--- config.mk ---
export PLATFORM = sky130hd
export DESIGN_NAME = disparity_to_hsv_color_unit
export DESIGN_NICKNAME = d
export VERILOG_FILES = /design/src/rtl/dhc_pkg.sv /design/src/rtl/dhc_hue_div.sv /design/src/rtl/dhc_channel.sv /design/src/rtl/disparity_to_hsv_color_unit.sv
export SDC_FILE = /design/constraint.sdc
export NUM_CORES = 2
export LEC_CHECK = 0
export ABC_CLOCK_PERIOD_IN_PS = 8010
export BUFFER_PORTS_ARGS = -buffer_cell sky130_fd_sc_hd__buf_2
export CORE_MARGIN = 2
export CORE_UTILIZATION = 45
export DETAILED_ROUTE_END_ITERATION = 12
export SYNTH_ARGS = -nofsm -noshare
export SYNTH_HDL_FRONTEND = slang
export SYNTH_HIERARCHICAL = 1
export SYNTH_SLANG_ARGS = --single-unit
--- constraint.sdc ---
create_clock -name clk_i -period 8.01 [get_ports clk_i]
set_clock_uncertainty 0.05 [all_clocks]
set_input_delay 1.602 -clock clk_i [delete_from_list [all_inputs] [get_ports clk_i]]
set_output_delay 1.602 -clock clk_i [all_outputs]
set_load 0.05 [all_outputs]
--- src/rtl/dhc_pkg.sv ---
`default_nettype none

package dhc_pkg;

  // Field and register widths.
  localparam int unsigned DispW  = 8;
  localparam int unsigned SatW   = 9;
  localparam int unsigned ChanW  = 8;
  localparam int unsigned CfgIdxW = 2;

  // The hue divider retires one quotient bit per stage.
  localparam int unsigned DivSteps = DispW;
  localparam int unsigned NumW     = 2 * DispW;

  // Register stages inside one channel unit.
  localparam int unsigned ChanLat = 3;

  // Hue span and sector width in degrees.
  localparam logic [7:0] HueSpan     = 8'd240;
  localparam logic [7:0] SectorWidth = 8'd60;

  // One HSV term in units of 1/(256*60): values span about -15300 .. 15360.
  localparam int unsigned TermW = 17;
  typedef logic signed [TermW-1:0] term_t;
  localparam term_t TermOne = 17'sd15360;

  // Common denominator 256 * 256 * 60 and its half, for round-half-up.
  localparam logic [21:0] DenQ    = 22'd3932160;
  localparam logic [21:0] HalfDen = 22'd1966080;

  // ceil(2^20 / 60): exact division by 60 for all values below 15360.
  localparam logic [14:0] RecipSixty = 15'd17477;

  typedef enum logic [CfgIdxW-1:0] {
    CfgMaxDisp    = 2'd0,
    CfgSaturation = 2'd1,
    CfgBrightness = 2'd2
  } cfg_idx_e;

endpackage

`default_nettype wire

--- src/rtl/dhc_hue_div.sv ---
`default_nettype none

// Pipelined restoring divider: one quotient bit per stage.
// The quotient is known to fit in DivSteps bits, so the remainder starts
// from the upper half of the numerator.
module dhc_hue_div (
  input  logic                         clk_i,
  input  logic [dhc_pkg::NumW-1:0]     num_i,
  input  logic [dhc_pkg::DispW-1:0]    den_i,
  output logic [dhc_pkg::DivSteps-1:0] quo_o
);
  import dhc_pkg::*;

  logic [DispW-1:0]    rem_s [DivSteps];
  logic [DispW-1:0]    low_s [DivSteps];
  logic [DivSteps-1:0] quo_s [DivSteps+1];

  assign rem_s[0] = num_i[NumW-1:DispW];
  assign low_s[0] = num_i[DispW-1:0];
  assign quo_s[0] = '0;

  for (genvar i = 0; i < DivSteps; i++) begin : g_step
    logic [DispW:0] trial;
    logic [DispW:0] diff;
    logic           ge;

    always_comb begin
      trial = {rem_s[i], low_s[i][DispW-1]};
      diff  = trial - {1'b0, den_i};
      ge    = (trial >= {1'b0, den_i});
    end

    always_ff @(posedge clk_i) begin
      quo_s[i+1] <= {quo_s[i][DivSteps-2:0], ge};
    end

    if (i < DivSteps - 1) begin : g_carry
      always_ff @(posedge clk_i) begin
        rem_s[i+1] <= ge ? diff[DispW-1:0] : trial[DispW-1:0];
        low_s[i+1] <= {low_s[i][DispW-2:0], 1'b0};
      end
    end
  end

  assign quo_o = quo_s[DivSteps];

endmodule

`default_nettype wire

--- src/rtl/dhc_channel.sv ---
`default_nettype none

// One color channel: scale the term by brightness, clamp to [0, 1],
// then round(255 * x) with an exact reciprocal division by 60.
module dhc_channel (
  input  logic                      clk_i,
  input  dhc_pkg::term_t            term_i,
  input  logic [dhc_pkg::SatW-1:0]  value_i,
  output logic [dhc_pkg::ChanW-1:0] chan_o
);
  import dhc_pkg::*;

  localparam int unsigned ProdW = TermW + SatW + 1;

  logic signed [ProdW-1:0] prod_d, prod_q;
  logic [21:0]             clamped;
  logic [29:0]             scaled;
  logic [13:0]             coarse_d, coarse_q;
  logic [28:0]             recip;
  logic [ChanW-1:0]        chan_d, chan_q;

  // Stage 1: brightness times term.
  assign prod_d = ProdW'($signed({1'b0, value_i})) * ProdW'(term_i);

  // Stage 2: clamp, scale by 255, add half, drop the power-of-two part.
  always_comb begin
    if (prod_q[ProdW-1]) begin
      clamped = '0;
    end else if (prod_q[ProdW-2:0] > (ProdW-1)'(DenQ)) begin
      clamped = DenQ;
    end else begin
      clamped = prod_q[21:0];
    end
    scaled   = (30'(clamped) << 8) - 30'(clamped) + 30'(HalfDen);
    coarse_d = scaled[29:16];
  end

  // Stage 3: divide by 60.
  always_comb begin
    recip  = 29'(coarse_q) * 29'(RecipSixty);
    chan_d = recip[27:20];
  end

  always_ff @(posedge clk_i) begin
    prod_q   <= prod_d;
    coarse_q <= coarse_d;
    chan_q   <= chan_d;
  end

  assign chan_o = chan_q;

endmodule

`default_nettype wire

--- src/rtl/disparity_to_hsv_color_unit.sv ---
// done_o rises together with the result, once the item has passed the input stage, the
// divider stages, the sector stage and the channel stages.
// Throughput: one item per clock; busy_o stays low, so start_i may be held high.
// The result is shown for one cycle only; the receiver cannot stall the pipeline.
// Reset (rst_ni low, asynchronous) empties the pipeline and loads max_disparity 255,
// saturation 256 and brightness 256.
`default_nettype none

module disparity_to_hsv_color_unit (
  input  logic                        clk_i,
  input  logic                        rst_ni,
  input  logic                        start_i,
  output logic                        busy_o,
  input  logic [dhc_pkg::DispW-1:0]   disparity_i,
  output logic                        done_o,
  output logic [dhc_pkg::ChanW-1:0]   blue_o,
  output logic [dhc_pkg::ChanW-1:0]   green_o,
  output logic [dhc_pkg::ChanW-1:0]   red_o,
  input  logic                        cfg_we_i,
  input  logic [dhc_pkg::CfgIdxW-1:0] cfg_idx_i,
  input  logic [dhc_pkg::SatW-1:0]    cfg_data_i
);
  import dhc_pkg::*;

  // Pipeline: one input stage that forms the hue numerator, DivSteps divider
  // stages, one stage that picks the sector and the HSV terms, and the
  // channel units. A valid bit travels alongside the whole depth.
  localparam int unsigned Latency = 1 + DivSteps + 1 + ChanLat;

  localparam logic [7:0] Bound1 = 8'(1 * SectorWidth);
  localparam logic [7:0] Bound2 = 8'(2 * SectorWidth);
  localparam logic [7:0] Bound3 = 8'(3 * SectorWidth);
  localparam logic [7:0] Bound4 = 8'(4 * SectorWidth);

  typedef enum logic [2:0] {
    SecRed    = 3'd0,
    SecYellow = 3'd1,
    SecGreen  = 3'd2,
    SecCyan   = 3'd3,
    SecBlue   = 3'd4
  } sector_e;

  // Configuration registers. The user must change them only while the pipeline
  // is empty (the block does not enforce it), so every stage reads them directly.
  logic [DispW-1:0] max_q;
  logic [SatW-1:0]  sat_q;
  logic [SatW-1:0]  bri_q;

  always_ff @(posedge clk_i or negedge rst_ni) begin
    if (!rst_ni) begin
      max_q <= 8'd255;
      sat_q <= 9'd256;
      bri_q <= 9'd256;
    end else if (cfg_we_i) begin
      case (cfg_idx_e'(cfg_idx_i))
        CfgMaxDisp:    max_q <= cfg_data_i[DispW-1:0];
        CfgSaturation: sat_q <= cfg_data_i;
        CfgBrightness: bri_q <= cfg_data_i;
        default: ;
      endcase
    end
  end

  assign busy_o = 1'b0;

  logic accept;
  assign accept = start_i & ~busy_o;

  // Valid bits for every stage; the last one is the result strobe.
  logic [Latency-1:0] vld_q;

  always_ff @(posedge clk_i or negedge rst_ni) begin
    if (!rst_ni) begin
      vld_q <= '0;
    end else begin
      vld_q <= {vld_q[Latency-2:0], accept};
    end
  end

  assign done_o = vld_q[Latency-1];

  // Input stage: numerator (max - d) * 240. A disparity at or above the maximum
  // gives a zero numerator and hue zero; a zero maximum also zeroes it.
  logic [DispW-1:0] span;
  logic [NumW-1:0]  num_d, num_q;

  always_comb begin
    span  = (disparity_i < max_q) ? (max_q - disparity_i) : '0;
    num_d = NumW'(span) * NumW'(HueSpan);
  end

  always_ff @(posedge clk_i) begin
    num_q <= num_d;
  end

  // Hue = numerator / max, one bit per stage.
  logic [DivSteps-1:0] hue;

  dhc_hue_div u_hue_div (
    .clk_i (clk_i),
    .num_i (num_q),
    .den_i (max_q),
    .quo_o (hue)
  );

  // Sector stage: split the hue into sector and remainder, build the
  // p, q and t terms in units of 1/(256*60), and route them per channel.
  sector_e     sector;
  logic [5:0]  frac;
  logic [14:0] frac_sat;
  term_t       sat60;
  term_t       term_v, term_p, term_q, term_t_;
  term_t       blue_d, green_d, red_d;
  term_t       blue_q, green_q, red_q;

  always_comb begin
    if (hue >= Bound4) begin
      sector = SecBlue;
      frac   = 6'(hue - Bound4);
    end else if (hue >= Bound3) begin
      sector = SecCyan;
      frac   = 6'(hue - Bound3);
    end else if (hue >= Bound2) begin
      sector = SecGreen;
      frac   = 6'(hue - Bound2);
    end else if (hue >= Bound1) begin
      sector = SecYellow;
      frac   = 6'(hue - Bound1);
    end else begin
      sector = SecRed;
      frac   = hue[5:0];
    end

    frac_sat = 15'(frac) * 15'(sat_q);
    sat60    = term_t'((TermW'(sat_q) << 6) - (TermW'(sat_q) << 2));

    term_v  = TermOne;
    term_p  = TermOne - sat60;
    term_q  = TermOne - term_t'(frac_sat);
    term_t_ = TermOne - sat60 + term_t'(frac_sat);

    case (sector)
      SecRed: begin
        blue_d = term_p; green_d = term_t_; red_d = term_v;
      end
      SecYellow: begin
        blue_d = term_p; green_d = term_v; red_d = term_q;
      end
      SecGreen: begin
        blue_d = term_t_; green_d = term_v; red_d = term_p;
      end
      SecCyan: begin
        blue_d = term_v; green_d = term_q; red_d = term_p;
      end
      default: begin
        blue_d = term_v; green_d = term_p; red_d = term_t_;
      end
    endcase

    // A zero maximum gives black: zero terms round to zero.
    if (max_q == '0) begin
      blue_d  = '0;
      green_d = '0;
      red_d   = '0;
    end
  end

  always_ff @(posedge clk_i) begin
    blue_q  <= blue_d;
    green_q <= green_d;
    red_q   <= red_d;
  end

  // Channel units: scale by brightness, clamp and round to 8 bits.
  dhc_channel u_blue (
    .clk_i   (clk_i),
    .term_i  (blue_q),
    .value_i (bri_q),
    .chan_o  (blue_o)
  );

  dhc_channel u_green (
    .clk_i   (clk_i),
    .term_i  (green_q),
    .value_i (bri_q),
    .chan_o  (green_o)
  );

  dhc_channel u_red (
    .clk_i   (clk_i),
    .term_i  (red_q),
    .value_i (bri_q),
    .chan_o  (red_o)
  );

endmodule

`default_nettype wire

Word-level counts from Yosys, hierarchy flattened
Cells that the tools add are included.
{"block": "word_totals", "ff_bits": 347, "output_inout_bits": 26}
{"block": "op_classes", "mul": 8, "n_eq_ne": 5, "addsub": 22, "order_cmp": 16, "reduce_logical": 9, "n_mux": 25}
{"op": "22-bit 2-to-1 mux", "n": 6}
{"op": "17-bit case mux with 3 select lines", "n": 2}
{"op": "30-bit by 21-bit adder with 30-bit output, second input constant", "n": 3}
{"op": "30-bit by 22-bit subtractor with 30-bit output", "n": 3}
{"op": "14-bit by 15-bit multiplier with 28-bit output, second input constant", "n": 3}
{"op": "10-bit by 17-bit multiplier with 27-bit output", "n": 3}
{"op": "26-bit by 22-bit greater-than comparator with 1-bit output, second input constant", "n": 3}
{"op": "9-bit by 8-bit greater-or-equal comparator with 1-bit output", "n": 8}
{"op": "8-bit 2-to-1 mux", "n": 8}
{"op": "8-bit subtractor", "n": 8}
{"op": "17-bit case mux with 2 select lines", "n": 1}
{"op": "6-bit 2-to-1 mux", "n": 4}
{"op": "6-bit subtractor, second input constant", "n": 4}
{"op": "17-bit by 16-bit adder with 17-bit output", "n": 1}
{"op": "15-bit by 16-bit subtractor with 17-bit output, first input constant", "n": 1}
{"op": "8-bit greater-or-equal comparator, second input constant", "n": 2}
{"op": "14-bit by 15-bit subtractor with 16-bit output, first input constant", "n": 1}
{"op": "15-bit by 11-bit subtractor with 16-bit output", "n": 1}
{"op": "6-bit by 9-bit multiplier with 15-bit output", "n": 1}
{"op": "8-bit by 4-bit multiplier with 12-bit output, second input constant", "n": 1}
{"op": "8-bit by 6-bit greater-or-equal comparator with 1-bit output, second input constant", "n": 1}
{"op": "8-bit by 7-bit greater-or-equal comparator with 1-bit output, second input constant", "n": 1}
{"op": "8-bit zero test", "n": 1}
{"op": "8-bit less-than comparator", "n": 1}
{"op": "other kinds (11)", "n": 17}

Logic depth before layout (Yosys ltp)
{"block": "depth", "depth_word": 8, "mapped_depth": 34, "ltp_nobuf": 32}

Hierarchy
Netlist, hierarchy kept.
{"mod": "dhc_channel (u_green)", "n_inst": 1, "area_per_inst_um2": 9844.4, "cells_per_inst": 1073, "seq_area_each_um2": 980.9}
{"mod": "dhc_channel (u_blue)", "n_inst": 1, "area_per_inst_um2": 9765.6, "cells_per_inst": 1059, "seq_area_each_um2": 980.9}
{"mod": "dhc_channel (u_red)", "n_inst": 1, "area_per_inst_um2": 9577.9, "cells_per_inst": 1036, "seq_area_each_um2": 980.9}
{"mod": "disparity_to_hsv_color_unit", "n_inst": 1, "area_per_inst_um2": 8349.3, "cells_per_inst": 927, "seq_area_each_um2": 2249.7}
{"mod": "dhc_hue_div", "n_inst": 1, "area_per_inst_um2": 5754.3, "cells_per_inst": 558, "seq_area_each_um2": 2402.3}

Worst setup path after synthesis
No wires, ideal clock.
{"block": "synth_timing", "path_kind": "flip-flop to flip-flop", "startpoint": "reg u_hue_div.quo_s, in the netlist u_hue_div/quo_o[3]", "endpoint": "reg blue_q[13]", "stages_incl_launch_ff": 28, "t_required_ns": 7.889, "setup_time_ns": 0.071, "path_buffers": 1, "arrival_ns": 7.051, "path_slack_ns": 0.838, "cell_sequence": "dfxtp_1 > buf_4 > inv_1 > ha_1 > and3_1 > o31ai_1 > a21oi_1 > xnor2_1 > nor2b_1 > fa_1 > inv_1 > fa_1 > fa_1 > inv_1 > ha_1 > a21o_1 > a211o_1 > a2111oi_0 > nor2_1 > xor2_1 > ha_1 > nand3_1 > o2111a_1 > inv_1 > maj3_2 > xnor2_2 > mux2_2 > a21oi_1"}
{"block": "synth_between", "elab_chain_cells": 8}
{"item": "start: declaration", "line_no": "dhc_hue_div.sv:16", "text": "logic [DivSteps-1:0] quo_s [DivSteps+1];"}
{"item": "start signal: indexed assignment", "line_no": "dhc_hue_div.sv:34", "text": "quo_s[i+1] <= {quo_s[i][DivSteps-2:0], ge};"}
{"item": "8-bit by 6-bit greater-or-equal comparator with 1-bit output or 6-bit subtractor (tied branches)", "line_no": "disparity_to_hsv_color_unit.sv:126, disparity_to_hsv_color_unit.sv:128"}
{"item": "6-bit 2-to-1 mux or 1-bit 2-to-1 mux (tied branches)", "line_no": "disparity_to_hsv_color_unit.sv:126", "text": "end else if (hue >= Bound1) begin"}
{"item": "6-bit 2-to-1 mux or 2-bit 2-to-1 mux (tied branches)", "line_no": "disparity_to_hsv_color_unit.sv:123", "text": "end else if (hue >= Bound2) begin"}
{"item": "6-bit 2-to-1 mux or 2-bit 2-to-1 mux (tied branches)", "line_no": "disparity_to_hsv_color_unit.sv:120", "text": "end else if (hue >= Bound3) begin"}
{"item": "6-bit 2-to-1 mux or 3-bit 2-to-1 mux (tied branches)", "line_no": "disparity_to_hsv_color_unit.sv:117", "text": "if (hue >= Bound4) begin"}
{"item": "6-bit by 9-bit multiplier with 15-bit output (tied with other cells)", "line_no": "disparity_to_hsv_color_unit.sv:134", "text": "frac_sat = 15'(frac) * 15'(sat_q);"}
{"item": "17-bit by 16-bit adder with 17-bit output or 2-bit OR reduction (tied branches)"}
{"item": "17-bit case mux with 2 select lines (*)", "line_no": "disparity_to_hsv_color_unit.sv:142", "text": "case (sector)"}
{"item": "end signal: assignment", "line_no": "disparity_to_hsv_color_unit.sv:169", "text": "blue_q <= blue_d;"}
{"item": "end: declaration", "line_no": "disparity_to_hsv_color_unit.sv:114", "text": "term_t blue_q, green_q, red_q;"}
Mark *: on every way between the ends. The rest lies on a longest branch, timed or not.
A chain may end at the register's enable or synchronous reset.

Worst setup path in the final report
Ends and elaborated chain as after synthesis.

==> impl_metrics.tcl <==
set metrics [dict create \
    outcome "finished, final reports clean" \
    tritoncts "done" \
    synth_ff_type "dfxtp_1" \
    drive_gt1_share_pct 6.47 \
    yosysSeqAreaShare_pct 17.5 \
    tightest_slew_ns 1.20 \
    min_period_ns 7.43 \
    drt_wl_total_mm 91.4 \
    cpMostUsedCell "inv_1" \
    dp_cells 5882 \
    drv_slew 0 \
    slowest_stage "fa_1" \
    drt_pass1_iterations 5 \
    core-area_sq_um 95200 \
    postRouteAntennaNets 0 \
    hold_depth 0 \
    initial_core_util_pct 45.5 \
    die-width_microns 314 \
    antenna_found_initial 0 \
    synth_edf_count 0 \
    final_cell_count_no_fill 5965 \
    grt_max_degree 52 \
    crit_arrival_ns 7.91 \
    synth_area_sq_um 43300 \
    numCtsBuffers 45 \
    placed_area_sq_um 44800 \
    tns_ns 0 \
    ys_top_cells_by_count "inv_1 (782), ha_1 (665), fa_1 (498)" \
    syn_avg_cell_area_sq_um 9.30 \
    hold_class "reg2reg" \
    htreeDepth 2 \
    clockBufferDepth 3 \
    wl_per_cell_microns 15.3 \
    syn2layout_area_growth_pct 7.32 \
    overflow 0 \
    cpPeakStageDelay_ns 0.53 \
    yosys.cell_types.count 111 \
    syn_inst 4653 \
    insertion_delay_ns 0.64 \
    hold_viol 0 \
    cts_hold_buffers 0 \
    worstPathMaxFanout 9 \
    worst_ep_required_time_ns 8.49 \
    grt_usage_pct 19.3 \
    vias_per_cell 5.14 \
    post-route-period-util_pct 92.8 \
    r2r_cells 29 \
    grt_pass1_vias 31800 \
    nets 5850 \
    place_congestion 0.855 \
    cts_resized 0 \
    end_kind "flop" \
    die_h_microns 314 \
    num_rows 113 \
    cts_sinks 369 \
    rsz0062_at_grt "no" \
    cts_setup_buffers 0 \
    io_buffers 47 \
    synth_top_cell_area_share_pct 23.0 \
    grt_pass1_wl_mm 158 \
    drc 0 \
    first_iter_violations 1517 \
    ys_top_cells_by_area "fa_1 (23%), ha_1 (19%), dfxtp_1 (15%)" \
    ys_warn_count 6 \
    ioPinCount 49 \
    crit_path_start_kind "flop" \
    hpwlAfterDp_mm 73.0 \
    synth_async_sr_flop_share_pct 10.6 \
    cap_violations 0 \
    vias 30600 \
    synth_most_common_cell "inv_1" \
    yosys.area.top_type "fa_1" \
    relSlewSlack_pct 20.1 \
    setup_viol 0 \
    die_area_sq_um 98700 \
    fin_area_sq_um 46500 \
    cts_root_buffer "clkbuf_16" \
    clk_pin_slew_ns 0.06 \
    worstSetupPathType "reg2reg" \
    ys_ff_latch 369 \
    fmax_mhz 135 \
]
==> through the flow <==
stage / util [%] / setup WS [ns] / hold slack (ns)
after floorplan: - / 0.838 / 0.260
after global placement: 47.1 / 0.521 / 0.260
after detailed placement: 47.1 / 0.437 / 0.262
after CTS: 48.8 / 0.393 / 0.273
after global routing: 48.8 / 0.0476 / 0.275
final: 48.8 / 0.580 / 0.270
==> cell families (layout without fill, tap and decap cells) <==
logic type	after synthesis	in the layout	share of synthesized area [%]
AOI/OAI and AO/OA	676	676	10.8
other	1	6	0.00866
muxes	77	77	1.95
DFF	369	369	17.5
xor gates and xnor gates	229	229	4.67
adders and majority gates	1165	1165	42.3
and+or+nand+nor	1238	1238	14.8
buffers and inverters	898	940	7.94
==> registers in the layout, summed over array words and instances, names as in the netlist <==
signal                  count
blue_q                     17
bri_q                       9
green_q                    17
max_q                       8
num_q                      12
red_q                      17
sat_q                       9
u_blue/chan_o               8
u_blue/coarse_q            14
u_blue/prod_q              27
u_green/chan_o              8
u_green/coarse_q           14
u_green/prod_q             27
u_hue_div/g_step.trial     63
u_hue_div/low_s            21
u_hue_div/quo_o             8
u_hue_div/quo_s            28
u_red/chan_o                8
u_red/coarse_q             14
u_red/prod_q               27
vld_q                      13
==> worst paths after layout <==
kind	start	to	slack [ns]
worst min register to register	u_hue_div/low_s[28]$_DFF_P_	u_hue_div/low_s[21]$_DFF_P_	0.27
worst max register to register	u_hue_div/quo_o[3]$_DFF_P_	blue_q[13]$_SDFF_PN0_	0.58
max in group asynchronous	rst_ni	bri_q[3]$_DFFE_PN0P_	6.22
min in group asynchronous	rst_ni	sat_q[4]$_DFFE_PN0P_	1.06
worst min-delay path	u_hue_div/low_s[28]$_DFF_P_	u_hue_div/low_s[21]$_DFF_P_	0.27
worst max-delay path	u_hue_div/quo_o[3]$_DFF_P_	blue_q[13]$_SDFF_PN0_	0.58
==> metal layers <==
metal	share of wire [%]	vias up	track usage (%)	wire length, microns
met5	0	-	0	0
met4	2.3	0	4.76	2140
met3	3.9	118	2.60	3530
met2	46	463	31.9	41600
met1	48	14800	26.7	44100
li1	-	15300	-	-
==> final cells by class <==
type | count | area, sq um
clock buffer | 57 | 1220
multi-input combinational | 3390 | 32300
tap | 1265 | 1580
antenna | 1 | 2.50
sequential | 369 | 7600
clock inverter | 25 | 378
fill | 9014 | 48700
inverter | 783 | 2940
timing repair buffer | 75 | 445
==> cells in the final DEF, fill, tap and decap left out, types with 28 or more instances in the layout <==
master / instances
buf_2: 47
buf_4: 28
a21oi_1: 188
and3_1: 30
a211oi_1: 37
inv_1: 782
o21a_1: 31
mux2_2: 56
nand2_1: 355
xnor2_1: 160
nor3_1: 59
xor2_1: 66
nor2_1: 189
ha_1: 665
clkbuf_16: 45
a21o_1: 88
fa_1: 498
o21ai_0: 96
nand2b_1: 31
and2_1: 343
nand3_1: 69
dfxtp_1: 330
nor2b_1: 38
==> worst max-delay path, delay by kind of cell (launching register included) <==
family                     cells  cell delay (ns)
adders and majority gates      7             2.43
AOI/OAI and AO/OA             10             2.27
DFF                            1             0.45
muxes                          1             0.37
buffers and inverters          4             0.30
and+or+nand+nor                4             0.76
xor gates and xnor gates       3             0.71
Power is not shown: default switching activity piles up to over one toggle a cycle in this logic, so the estimate is an artifact.
